==> config.mk <==
export PLATFORM = sky130hd
export DESIGN_NAME = fixed_frame_header_tail_sync_unit
export DESIGN_NICKNAME = d
export VERILOG_FILES = /design/src/ffhts_pkg.sv /design/src/fixed_frame_header_tail_sync_unit.sv /design/src/ffhts_ram.sv /design/src/ffhts_datapath.sv /design/src/ffhts_ctrl.sv
export SDC_FILE = /design/constraint.sdc
export NUM_CORES = 1
export LEC_CHECK = 0
export CORE_ASPECT_RATIO = 1.25
export CORE_MARGIN = 5
export CORE_UTILIZATION = 25
export DETAILED_ROUTE_END_ITERATION = 8
export DONT_BUFFER_PORTS = 1
export HOLD_SLACK_MARGIN = 0.12
export SETUP_SLACK_MARGIN = 0.05
export SYNTH_ARGS = -nofsm -noshare
export SYNTH_HDL_FRONTEND = slang
export SYNTH_SLANG_ARGS = --single-unit
==> constraint.sdc <==
create_clock -name aclk -period 8.9 [get_ports aclk]
set_input_delay 0.89 -clock aclk [delete_from_list [all_inputs] [get_ports aclk]]
set_output_delay 0.89 -clock aclk [all_outputs]
set_load 0.01 [all_outputs]
==> src/ffhts_pkg.sv <==
`timescale 1ns / 1ps
// shared constants, types and helpers for the fixed frame header/tail sync unit
// no dependencies

package ffhts_pkg;

    localparam int FRAME_BYTES_DEFAULT = 30;
    localparam int HEADER_BYTES        = 4;
    localparam int CFG_W               = 16;
    localparam int BYTE_W              = 8;

    localparam logic [BYTE_W-1:0] HDR0  = 8'hAA;
    localparam logic [BYTE_W-1:0] HDR1  = 8'hFF;
    localparam logic [BYTE_W-1:0] HDR2  = 8'h03;
    localparam logic [BYTE_W-1:0] HDR3  = 8'h00;
    localparam logic [BYTE_W-1:0] TAIL0 = 8'h55;
    localparam logic [BYTE_W-1:0] TAIL1 = 8'hCC;

    localparam logic [CFG_W-1:0] TIMEOUT_RESET = 16'd100;
    localparam logic [CFG_W-1:0] IDLE_MAX      = 16'hFFFF;

    // kind codes carried in tuser
    localparam logic KIND_BYTE = 1'b0;
    localparam logic KIND_TICK = 1'b1;

    // controller to datapath
    typedef struct packed {
        logic in_ready;
        logic load_out;
    } ctrl_cmd_t;

    // datapath to controller
    typedef struct packed {
        logic frame_good;
        logic out_valid;
        logic out_taken;
        logic out_last;
    } dp_status_t;

    // expected header byte at a given position
    function automatic logic [BYTE_W-1:0] header_byte(input logic [1:0] pos);
        logic [BYTE_W-1:0] b;
        case (pos)
            2'd0:    b = HDR0;
            2'd1:    b = HDR1;
            2'd2:    b = HDR2;
            default: b = HDR3;
        endcase
        return b;
    endfunction

endpackage

==> src/fixed_frame_header_tail_sync_unit.sv <==
`timescale 1ns / 1ps
// top level of the fixed frame header/tail sync unit
// depends on ffhts_pkg, ffhts_ctrl, ffhts_datapath (and through it ffhts_ram)

// Hunts a byte stream for the header AA FF 03 00, collects FRAME_BYTES bytes
// (header included) and, when the last two are 55 CC, sends the whole frame out
// on the m_ side with m_tlast on the final byte; a frame with a bad tail is
// dropped silently. Tick requests (s_tuser = 1) advance an idle counter that
// any stored byte clears; once it exceeds the timeout register a partial frame
// is thrown away. Byte and tick requests are taken only while no frame is
// draining. The byte that completes a good frame hands over to the drain
// sequencer, which reads the frame store one address at a time (registered
// ram read, then the output register) and waits on the sink for each byte;
// no request is accepted until the last byte has been taken.
// The timeout register may be written at any time through cfg_valid/cfg_data.

module fixed_frame_header_tail_sync_unit #(
    parameter int FRAME_BYTES = ffhts_pkg::FRAME_BYTES_DEFAULT
) (
    input  logic                           aclk,
    input  logic                           aresetn,
    // input requests
    input  logic                           s_tvalid,
    output logic                           s_tready,
    input  logic [ffhts_pkg::BYTE_W-1:0]   s_tdata,   // [7:0] data_byte
    input  logic                           s_tuser,   // [0] kind: 0 byte, 1 tick
    // validated frame bytes
    output logic                           m_tvalid,
    input  logic                           m_tready,
    output logic [ffhts_pkg::BYTE_W-1:0]   m_tdata,   // [7:0] frame_byte
    output logic                           m_tlast,   // last_byte
    // stall timeout register
    input  logic                           cfg_valid,
    output logic                           cfg_ready,
    input  logic [ffhts_pkg::CFG_W-1:0]    cfg_data   // [15:0] stall_timeout_ticks
);
    import ffhts_pkg::*;

    ctrl_cmd_t  cmd;
    dp_status_t status;

    // register is always writable
    assign cfg_ready = 1'b1;
    assign s_tready  = cmd.in_ready;

    ffhts_ctrl u_ctrl (
        .aclk    (aclk),
        .aresetn (aresetn),
        .status  (status),
        .cmd     (cmd)
    );

    ffhts_datapath #(
        .FRAME_BYTES (FRAME_BYTES)
    ) u_dp (
        .aclk      (aclk),
        .aresetn   (aresetn),
        .cmd       (cmd),
        .status    (status),
        .s_tvalid  (s_tvalid),
        .s_tdata   (s_tdata),
        .s_tuser   (s_tuser),
        .m_tvalid  (m_tvalid),
        .m_tready  (m_tready),
        .m_tdata   (m_tdata),
        .m_tlast   (m_tlast),
        .cfg_valid (cfg_valid),
        .cfg_data  (cfg_data)
    );

endmodule

==> src/ffhts_ram.sv <==
`timescale 1ns / 1ps
// generic single write port ram with registered read
// no dependencies

module ffhts_ram #(
    parameter int WIDTH = 8,
    parameter int DEPTH = 30
) (
    input  logic                     aclk,
    input  logic                     we,
    input  logic [$clog2(DEPTH)-1:0] waddr,
    input  logic [WIDTH-1:0]         wdata,
    input  logic [$clog2(DEPTH)-1:0] raddr,
    output logic [WIDTH-1:0]         rdata
);

    logic [WIDTH-1:0] mem [DEPTH];
    logic [WIDTH-1:0] rdata_reg;

    always_ff @(posedge aclk) begin
        if (we) begin
            mem[waddr] <= wdata;
        end
        rdata_reg <= mem[raddr];
    end

    assign rdata = rdata_reg;

endmodule

==> src/ffhts_datapath.sv <==
`timescale 1ns / 1ps
// datapath: fill position, idle tick counter, timeout register, frame store, output register
// depends on ffhts_pkg and ffhts_ram

module ffhts_datapath #(
    parameter int FRAME_BYTES = ffhts_pkg::FRAME_BYTES_DEFAULT
) (
    input  logic                                aclk,
    input  logic                                aresetn,
    input  ffhts_pkg::ctrl_cmd_t                cmd,
    output ffhts_pkg::dp_status_t               status,
    input  logic                                s_tvalid,
    input  logic [ffhts_pkg::BYTE_W-1:0]        s_tdata,
    input  logic                                s_tuser,
    output logic                                m_tvalid,
    input  logic                                m_tready,
    output logic [ffhts_pkg::BYTE_W-1:0]        m_tdata,
    output logic                                m_tlast,
    input  logic                                cfg_valid,
    input  logic [ffhts_pkg::CFG_W-1:0]         cfg_data
);
    import ffhts_pkg::*;

    localparam int AW = $clog2(FRAME_BYTES);
    localparam logic [AW-1:0] POS_LAST = AW'(FRAME_BYTES - 1);
    localparam logic [AW-1:0] POS_HDR  = AW'(HEADER_BYTES);

    logic [AW-1:0]     fill_reg, fill_next;
    logic [CFG_W-1:0]  idle_reg, idle_next;
    logic [CFG_W-1:0]  timeout_reg;
    logic [BYTE_W-1:0] prev_reg, prev_next;
    logic [AW-1:0]     rd_ptr_reg, rd_ptr_next;
    logic              out_valid_reg, out_valid_next;
    logic [BYTE_W-1:0] out_data_reg;
    logic              out_last_reg;

    logic              in_fire;
    logic              hdr_ok;
    logic              store_we;
    logic              frame_good;
    logic [CFG_W-1:0]  idle_inc;
    logic [BYTE_W-1:0] ram_q;

    assign in_fire = s_tvalid && cmd.in_ready;
    assign hdr_ok  = (fill_reg >= POS_HDR) || (s_tdata == header_byte(fill_reg[1:0]));
    assign idle_inc = (idle_reg != IDLE_MAX) ? idle_reg + 1'b1 : idle_reg;

    always_comb begin
        fill_next  = fill_reg;
        idle_next  = idle_reg;
        prev_next  = prev_reg;
        store_we   = 1'b0;
        frame_good = 1'b0;
        if (in_fire) begin
            if (s_tuser == KIND_TICK) begin
                idle_next = idle_inc;
                if (fill_reg != '0 && idle_inc > timeout_reg) begin
                    fill_next = '0;
                end
            end else if (!hdr_ok) begin
                fill_next = '0;
            end else begin
                store_we  = 1'b1;
                idle_next = '0;
                prev_next = s_tdata;
                if (fill_reg == POS_LAST) begin
                    fill_next  = '0;
                    frame_good = (prev_reg == TAIL0) && (s_tdata == TAIL1);
                end else begin
                    fill_next = fill_reg + 1'b1;
                end
            end
        end
    end

    // drain side: read address always follows rd_ptr
    always_comb begin
        rd_ptr_next    = rd_ptr_reg;
        out_valid_next = out_valid_reg;
        if (out_valid_reg && m_tready) begin
            out_valid_next = 1'b0;
        end
        if (cmd.load_out) begin
            out_valid_next = 1'b1;
            rd_ptr_next    = (rd_ptr_reg == POS_LAST) ? '0 : rd_ptr_reg + 1'b1;
        end
    end

    always_ff @(posedge aclk) begin
        if (!aresetn) begin
            fill_reg      <= '0;
            idle_reg      <= '0;
            timeout_reg   <= TIMEOUT_RESET;
            rd_ptr_reg    <= '0;
            out_valid_reg <= 1'b0;
        end else begin
            fill_reg      <= fill_next;
            idle_reg      <= idle_next;
            rd_ptr_reg    <= rd_ptr_next;
            out_valid_reg <= out_valid_next;
            if (cfg_valid) begin
                timeout_reg <= cfg_data;
            end
        end
    end

    always_ff @(posedge aclk) begin
        prev_reg <= prev_next;
        if (cmd.load_out) begin
            out_data_reg <= ram_q;
            out_last_reg <= (rd_ptr_reg == POS_LAST);
        end
    end

    ffhts_ram #(
        .WIDTH (BYTE_W),
        .DEPTH (FRAME_BYTES)
    ) u_store (
        .aclk  (aclk),
        .we    (store_we),
        .waddr (fill_reg),
        .wdata (s_tdata),
        .raddr (rd_ptr_reg),
        .rdata (ram_q)
    );

    assign m_tvalid = out_valid_reg;
    assign m_tdata  = out_data_reg;
    assign m_tlast  = out_last_reg;

    assign status.frame_good = frame_good;
    assign status.out_valid  = out_valid_reg;
    assign status.out_taken  = out_valid_reg && m_tready;
    assign status.out_last   = out_last_reg;

    a_fill_range: assert property (@(posedge aclk) disable iff (!aresetn)
        fill_reg <= POS_LAST)
        else $error("fill position beyond frame");

    a_good_restarts: assert property (@(posedge aclk) disable iff (!aresetn)
        frame_good |=> (fill_reg == '0 && rd_ptr_reg == '0 && idle_reg == '0))
        else $error("frame completion did not restart fill");

endmodule

==> src/ffhts_ctrl.sv <==
`timescale 1ns / 1ps
// controller: accepts items until a good frame completes, then drains it byte by byte
// depends on ffhts_pkg

module ffhts_ctrl (
    input  logic                   aclk,
    input  logic                   aresetn,
    input  ffhts_pkg::dp_status_t  status,
    output ffhts_pkg::ctrl_cmd_t   cmd
);
    import ffhts_pkg::*;

    localparam logic [1:0] ST_IDLE = 2'd0;
    localparam logic [1:0] ST_LOAD = 2'd1;
    localparam logic [1:0] ST_HOLD = 2'd2;

    logic [1:0] state_reg, state_next;

    always_comb begin
        state_next   = state_reg;
        cmd.in_ready = 1'b0;
        cmd.load_out = 1'b0;
        case (state_reg)
            ST_IDLE: begin
                cmd.in_ready = 1'b1;
                if (status.frame_good) begin
                    state_next = ST_LOAD;
                end
            end
            ST_LOAD: begin
                cmd.load_out = 1'b1;
                state_next   = ST_HOLD;
            end
            ST_HOLD: begin
                if (status.out_taken) begin
                    state_next = status.out_last ? ST_IDLE : ST_LOAD;
                end
            end
            default: begin
                state_next = ST_IDLE;
            end
        endcase
    end

    always_ff @(posedge aclk) begin
        if (!aresetn) begin
            state_reg <= ST_IDLE;
        end else begin
            state_reg <= state_next;
        end
    end

    a_good_to_load: assert property (@(posedge aclk) disable iff (!aresetn)
        status.frame_good |=> state_reg == ST_LOAD)
        else $error("good frame did not start drain");

    a_no_accept_while_out: assert property (@(posedge aclk) disable iff (!aresetn)
        status.out_valid |-> !cmd.in_ready)
        else $error("input accepted while result pending");

    a_load_gives_valid: assert property (@(posedge aclk) disable iff (!aresetn)
        cmd.load_out |=> status.out_valid)
        else $error("load did not present a result");

endmodule
Yosys cells after proc, flatten, opt, wreduce, memory -nomap -nowiden
Memories as Yosys holds them, arrays and structs flattened. A register that Yosys moved wholly into a read port is not among the register bits. Index checks and enable logic that the tools add are counted.

Bits in registers: 62. Bits in latches: 0. Bits in writable memories: 240. Bits in read-only memories: 0. Bits of input ports: 30. Output and inout bits: 12. Word-level logic and storage cells: 69. Memories: 1.

Memories: u_dp.u_store.mem (words 30, bits a word 8, read ports 1, clocked after memory_dff 1, wr ports 1, line ffhts_ram.sv:17) `logic [WIDTH-1:0] mem [DEPTH];`.

$add $sub $neg: 3. Multiply operators: 0. Div/mod/pow operators: 0. $lt $le $gt $ge: 2. Equality and inequality tests: 13. Shift operators: 0. Muxes and demuxes: 26. Bitwise gates (word level): 1. Reductions and logical operators: 14.

Operators with widths (count): $mux W16 (3); $mux W5 (5); $pmux W8 S3 (1); $add A16 B1 Y16 const B (1); $gt A16 B16 Y1 (1); $ne A16 B16 Y1 const B (1); $mux W1 (14); $add A5 B1 Y5 const B (2); $eq A5 B5 Y1 const B (2); $eq A8 B7 Y1 const B (1); $eq A8 B8 Y1 (1); $eq A8 B8 Y1 const B (1); $pmux W2 S3 (1); $reduce_and A2 Y1 (3); $ge A5 B3 Y1 const B (1); $reduce_bool A5 Y1 (1); $eq A2 B1 Y1 const B (2); $eq A2 B2 Y1 const B (2); $logic_and A1 B1 Y1 (4); $logic_not A2 Y1 (2); $mux W2 (2); $ne A2 B1 Y1 const B (2); $reduce_bool A2 Y1 (2); $reduce_and A3 Y1 (1); 3 further kinds (3).

Logic depth before layout (Yosys ltp)
Depth after elaboration: 9. Mapped depth: 13. Mapped depth without buffers: 11.

Modules after synthesis
Synthesis repeated with hierarchy kept, for this count alone.

Cells, all modules: 881. Area total of the unflattened synthesis: 13173.9 um^2.

Modules (own cells, without submodules): ffhts_ram (instances 1, cells an instance 517, area an instance 9806.9 um^2); ffhts_datapath (instances 1, cells an instance 351, area an instance 3250.6 um^2); ffhts_ctrl (instances 1, cells an instance 11, area an instance 105.1 um^2); fixed_frame_header_tail_sync_unit (instances 1, cells an instance 2, area an instance 11.3 um^2).

Worst setup path before layout
No wires, ideal clock.

Kind: reg2reg. From: reg u_dp.idle_reg[6]. To: reg u_dp.fill_reg[3]. Data arrival time: 3.192 ns. Setup slack: 5.647 ns. Stages on the path, launching flop included: 14. Path buffers: 2. Period minus slack after synthesis: 3.253 ns. Cells stage by stage: dfxtp_1 buf_2 and4_1 nand3_1 or3_1 buf_2 and3_1 xnor2_1 ha_1 a21oi_1 o21ai_0 a221o_1 o31ai_1 a311o_1.

Word-level cells in the longest chain between the ends: 6. Elaborated cells between the ends (all ways): 7.

Ends and longest elaborated chain: start: declaration (line ffhts_datapath.sv:29) `logic [CFG_W-1:0] idle_reg, idle_next;`; start signal: assignment (line ffhts_datapath.sv:98) `idle_reg <= idle_next;`; $add A16 B1 Y16 or $ne A16 B16 Y1 (tied branches) (line ffhts_datapath.sv:46) `assign idle_inc = (idle_reg != IDLE_MAX) ? idle_reg + 1'b1 : idle_reg;`; $mux W16 (*) (line ffhts_datapath.sv:46); $gt A16 B16 Y1 (*) (line ffhts_datapath.sv:57) `if (fill_reg != '0 && idle_inc > timeout_reg) begin`; $logic_and A1 B1 Y1 (*) (line ffhts_datapath.sv:57); $ne A2 B1 Y1 (no line) (*); $reduce_and A2 Y1 (no line) (*); end signal: assignment (line ffhts_datapath.sv:97) `fill_reg <= fill_next;`; end: declaration (line ffhts_datapath.sv:28) `logic [AW-1:0] fill_reg, fill_next;`.

Every way passes the cells marked *; elsewhere a longest branch is shown, timed or not. A chain may end at the register's enable or synchronous reset.

Final worst setup path
Ends and elaborated chain as after synthesis.

==> results.yml <==
global_route:
  grt_pass1_vias: 6704
  antenna_found_initial: 0
  overflow: 0
  grt_pass1_wl_um: 41700
  grtUsageTotal_pct: 9.63
  grt_max_degree: 56
min_path:
  hold_class: "register to register"
placement:
  gp_congestion: 0.816
  dp_hpwl_um: 17700
  io_buffers: 0
die:
  dieArea_mm2: 0.0563
  row_count: 93
  initial_core_util_pct: 25.2
  num_io_pins: 42
  die_h_um: 264
  die_x_um: 213
  coreArea_mm2: 0.0513
drt:
  vias_per_cell: 4.52
  wl_per_cell_um: 18.7
  drt-pass1-iter-count: 5
  drtIter0Drc: 413
  ant_nets: 0
  vias: 6565
  wl_um: 27100
  drc: 0
setup_path:
  crit_buf_inv: 0
  start_kind: "register"
  path_max_fanout: 9
  crit_chain: "and4_1 -> nand3_1 -> or3_1 -> and3_1 -> xnor2_1 -> ha_1 -> a21oi_1 -> o21ai_0 -> a221o_1 -> o31ai_1 -> a311o_1"
  path_class: "register to register"
  crit_path_top_delay_cell: "o31ai_1"
  cp_data_required_time_ps: 9370
  critPathMaxStageDelay_ps: 750
  cp_top_family: "compound AO/OA/AOI/OAI gates"
  critPathCaptureType: "register"
  ff2ff_setup_slack_ps: 5020
  worstPathArrival_ps: 4350
pwr:
  p_per_area_mw_per_mm2: 205
  ir_worst_vdd_mv: 0.145
  p_leak_uw: 0.00471
sta:
  rsz0062_at_grt: "no"
  period_minus_slack_ps: 3880
  hold_viol_final: 0
  finalSetupViolations: 0
  setup_tns_ps: 0
  max_slew_margin_pct: 24.1
  worst_pin_slew_ps: 1130
  fmax_ghz: 0.258
  hold_slack_ps: 405
  period_share_pct: 43.6
  drv_slew: 0
  skew_ps: 13.5
clock_tree:
  root_buffer: "clkbuf_16"
  clk_pin_slew_ps: 60
  cts_setup_buffers: 0
  numCtsBuffers: 34
  cts.path.max_buffers: 3
  htree_levels: 2
  cts_sinks: 310
  clk_latency_ps: 530
  cts_resized: 0
  holdBufCountCts: 0
  cts_tree: "built"
yosys:
  yosys.area.top_type: "edfxtp_1"
  synth_seq_cells: 310
  ys.warnings.count: 0
  syn_area_mm2: 0.0129
  syn_inst: 762
  avgSynthCellArea_um2: 17.0
  synth.distinct_cells: 60
  async_flop_share_pct: 0
  synth_edf_count: 257
  ys_top_cells_by_area: "edfxtp_1 60%, mux4_2 13%, dfxtp_1 8.2%"
  ys.flop_type: "edfxtp_1"
  ys_seq_area_share_pct: 68.0
  yosys.area.top_type_share_pct: 59.7
  syn_nets: 816
cells_and_area:
  area_growth_pct: 14.0
  n_antenna_cell: 0
  n_fill_cell: 5014
  largest_reg_flops: 240
  final_cell_mix: "257 x edfxtp_1, 72 x mux4_2, 51 x dfxtp_1"
  mostFrequentLayoutCell: "edfxtp_1"
  drive_gt1_share_pct: 18.6
  final_nets: 817
flow_run:
  cap_violations: 0
status:
  status: "finished clean"
==> worst register-to-register path, delay by kind of cell, from the launching register on <==
family	cells	cell delay (ps)
xor gates and xnor gates	1	130
and+or+nand+nor	4	1260
adders and majority gates	1	300
DFF	1	480
AOI/OAI and AO/OA	5	1650
==> metrics by stage <==
stage	std cells	setup WS, ps	instance area (µm²)	power (µW)	utilization [%]
2_1_floorplan	762	5650	12900	1630	-
3_3_place_gp	1392	5260	13600	1640	26.5
3_5_place_dp	1392	5110	13600	1640	26.5
4_1_cts	1454	5110	14700	3060	28.7
5_1_grt	1454	4870	14700	3120	28.7
6_report	1454	5020	14700	3020	28.7
==> cells by family after synthesis <==
group | count (synthesis) | share of synthesized area [%]
buffers and inverters | 62 | 2.07
flip-flops | 310 | 68.0
adder cells (fa/ha/maj) | 24 | 2.32
AO/OA/AOI/OAI | 70 | 4.05
XOR/XNOR | 13 | 0.881
multiplexers | 108 | 15.5
other | 1 | 0.0290
AND/OR/NAND/NOR | 174 | 7.16
==> cell type report <==
class                           instances  area [µm²]  share of cell area, %
Clock buffer                           43         906                   6.15
Clock inverter                         19         218                   1.48
Inverter                               22        82.6                  0.561
Multi-Input combinational cell        390        3870                   26.3
Sequential cell                       310        8780                   59.6
Tap cell                              665         832                   5.65
Timing Repair Buffer                    5        37.5                  0.255
==> final timing paths <==
path / cells past startpoint / endpoint / start
min: 0 / u_dp.m_tdata[4] / u_dp.u_store.rdata[4]
min reg2reg: 0 / u_dp.m_tdata[4] / u_dp.u_store.rdata[4]
max reg2reg: 11 / u_dp.fill_reg[3] / u_dp.idle_reg[6]
max: 11 / u_dp.fill_reg[3] / u_dp.idle_reg[6]
==> synthesized netlist by cell type (all sizes together), types with 2 or more instances <==
cell    instances
edfxtp        257
mux4           72
dfxtp          53
nor2           41
nand2          31
ha             24
clkbuf         23
inv            21
mux2           19
buf            17
mux2i          17
nor2b          17
nand3          13
a21oi          12
and3           12
and2           10
o211ai         10
nand2b          9
nor3            8
xnor2           8
nand4           7
o21ai           7
nor4b           6
a211o           5
a221o           5
a22o            5
nor4            5
o211a           5
xor2            5
and4            4
a21boi          3
a31oi           3
nor3b           3
a41oi           2
and3b           2
o21a            2
==> where the power goes <==
group,switching (µW),internal (µW)
combinational,17.7,13.6
clock,565,843
sequential,2.74,1570
==> metal layers <==
layer	vias to the layer above	global-route usage, %	routed length [µm]
met4	0	2.89	522
met3	36	2.54	1730
met5	-	0	0
met2	172	15.8	13400
li1	3025	-	-
met1	3332	12.5	11500
Note: power is estimated with default switching activity, not from simulation.
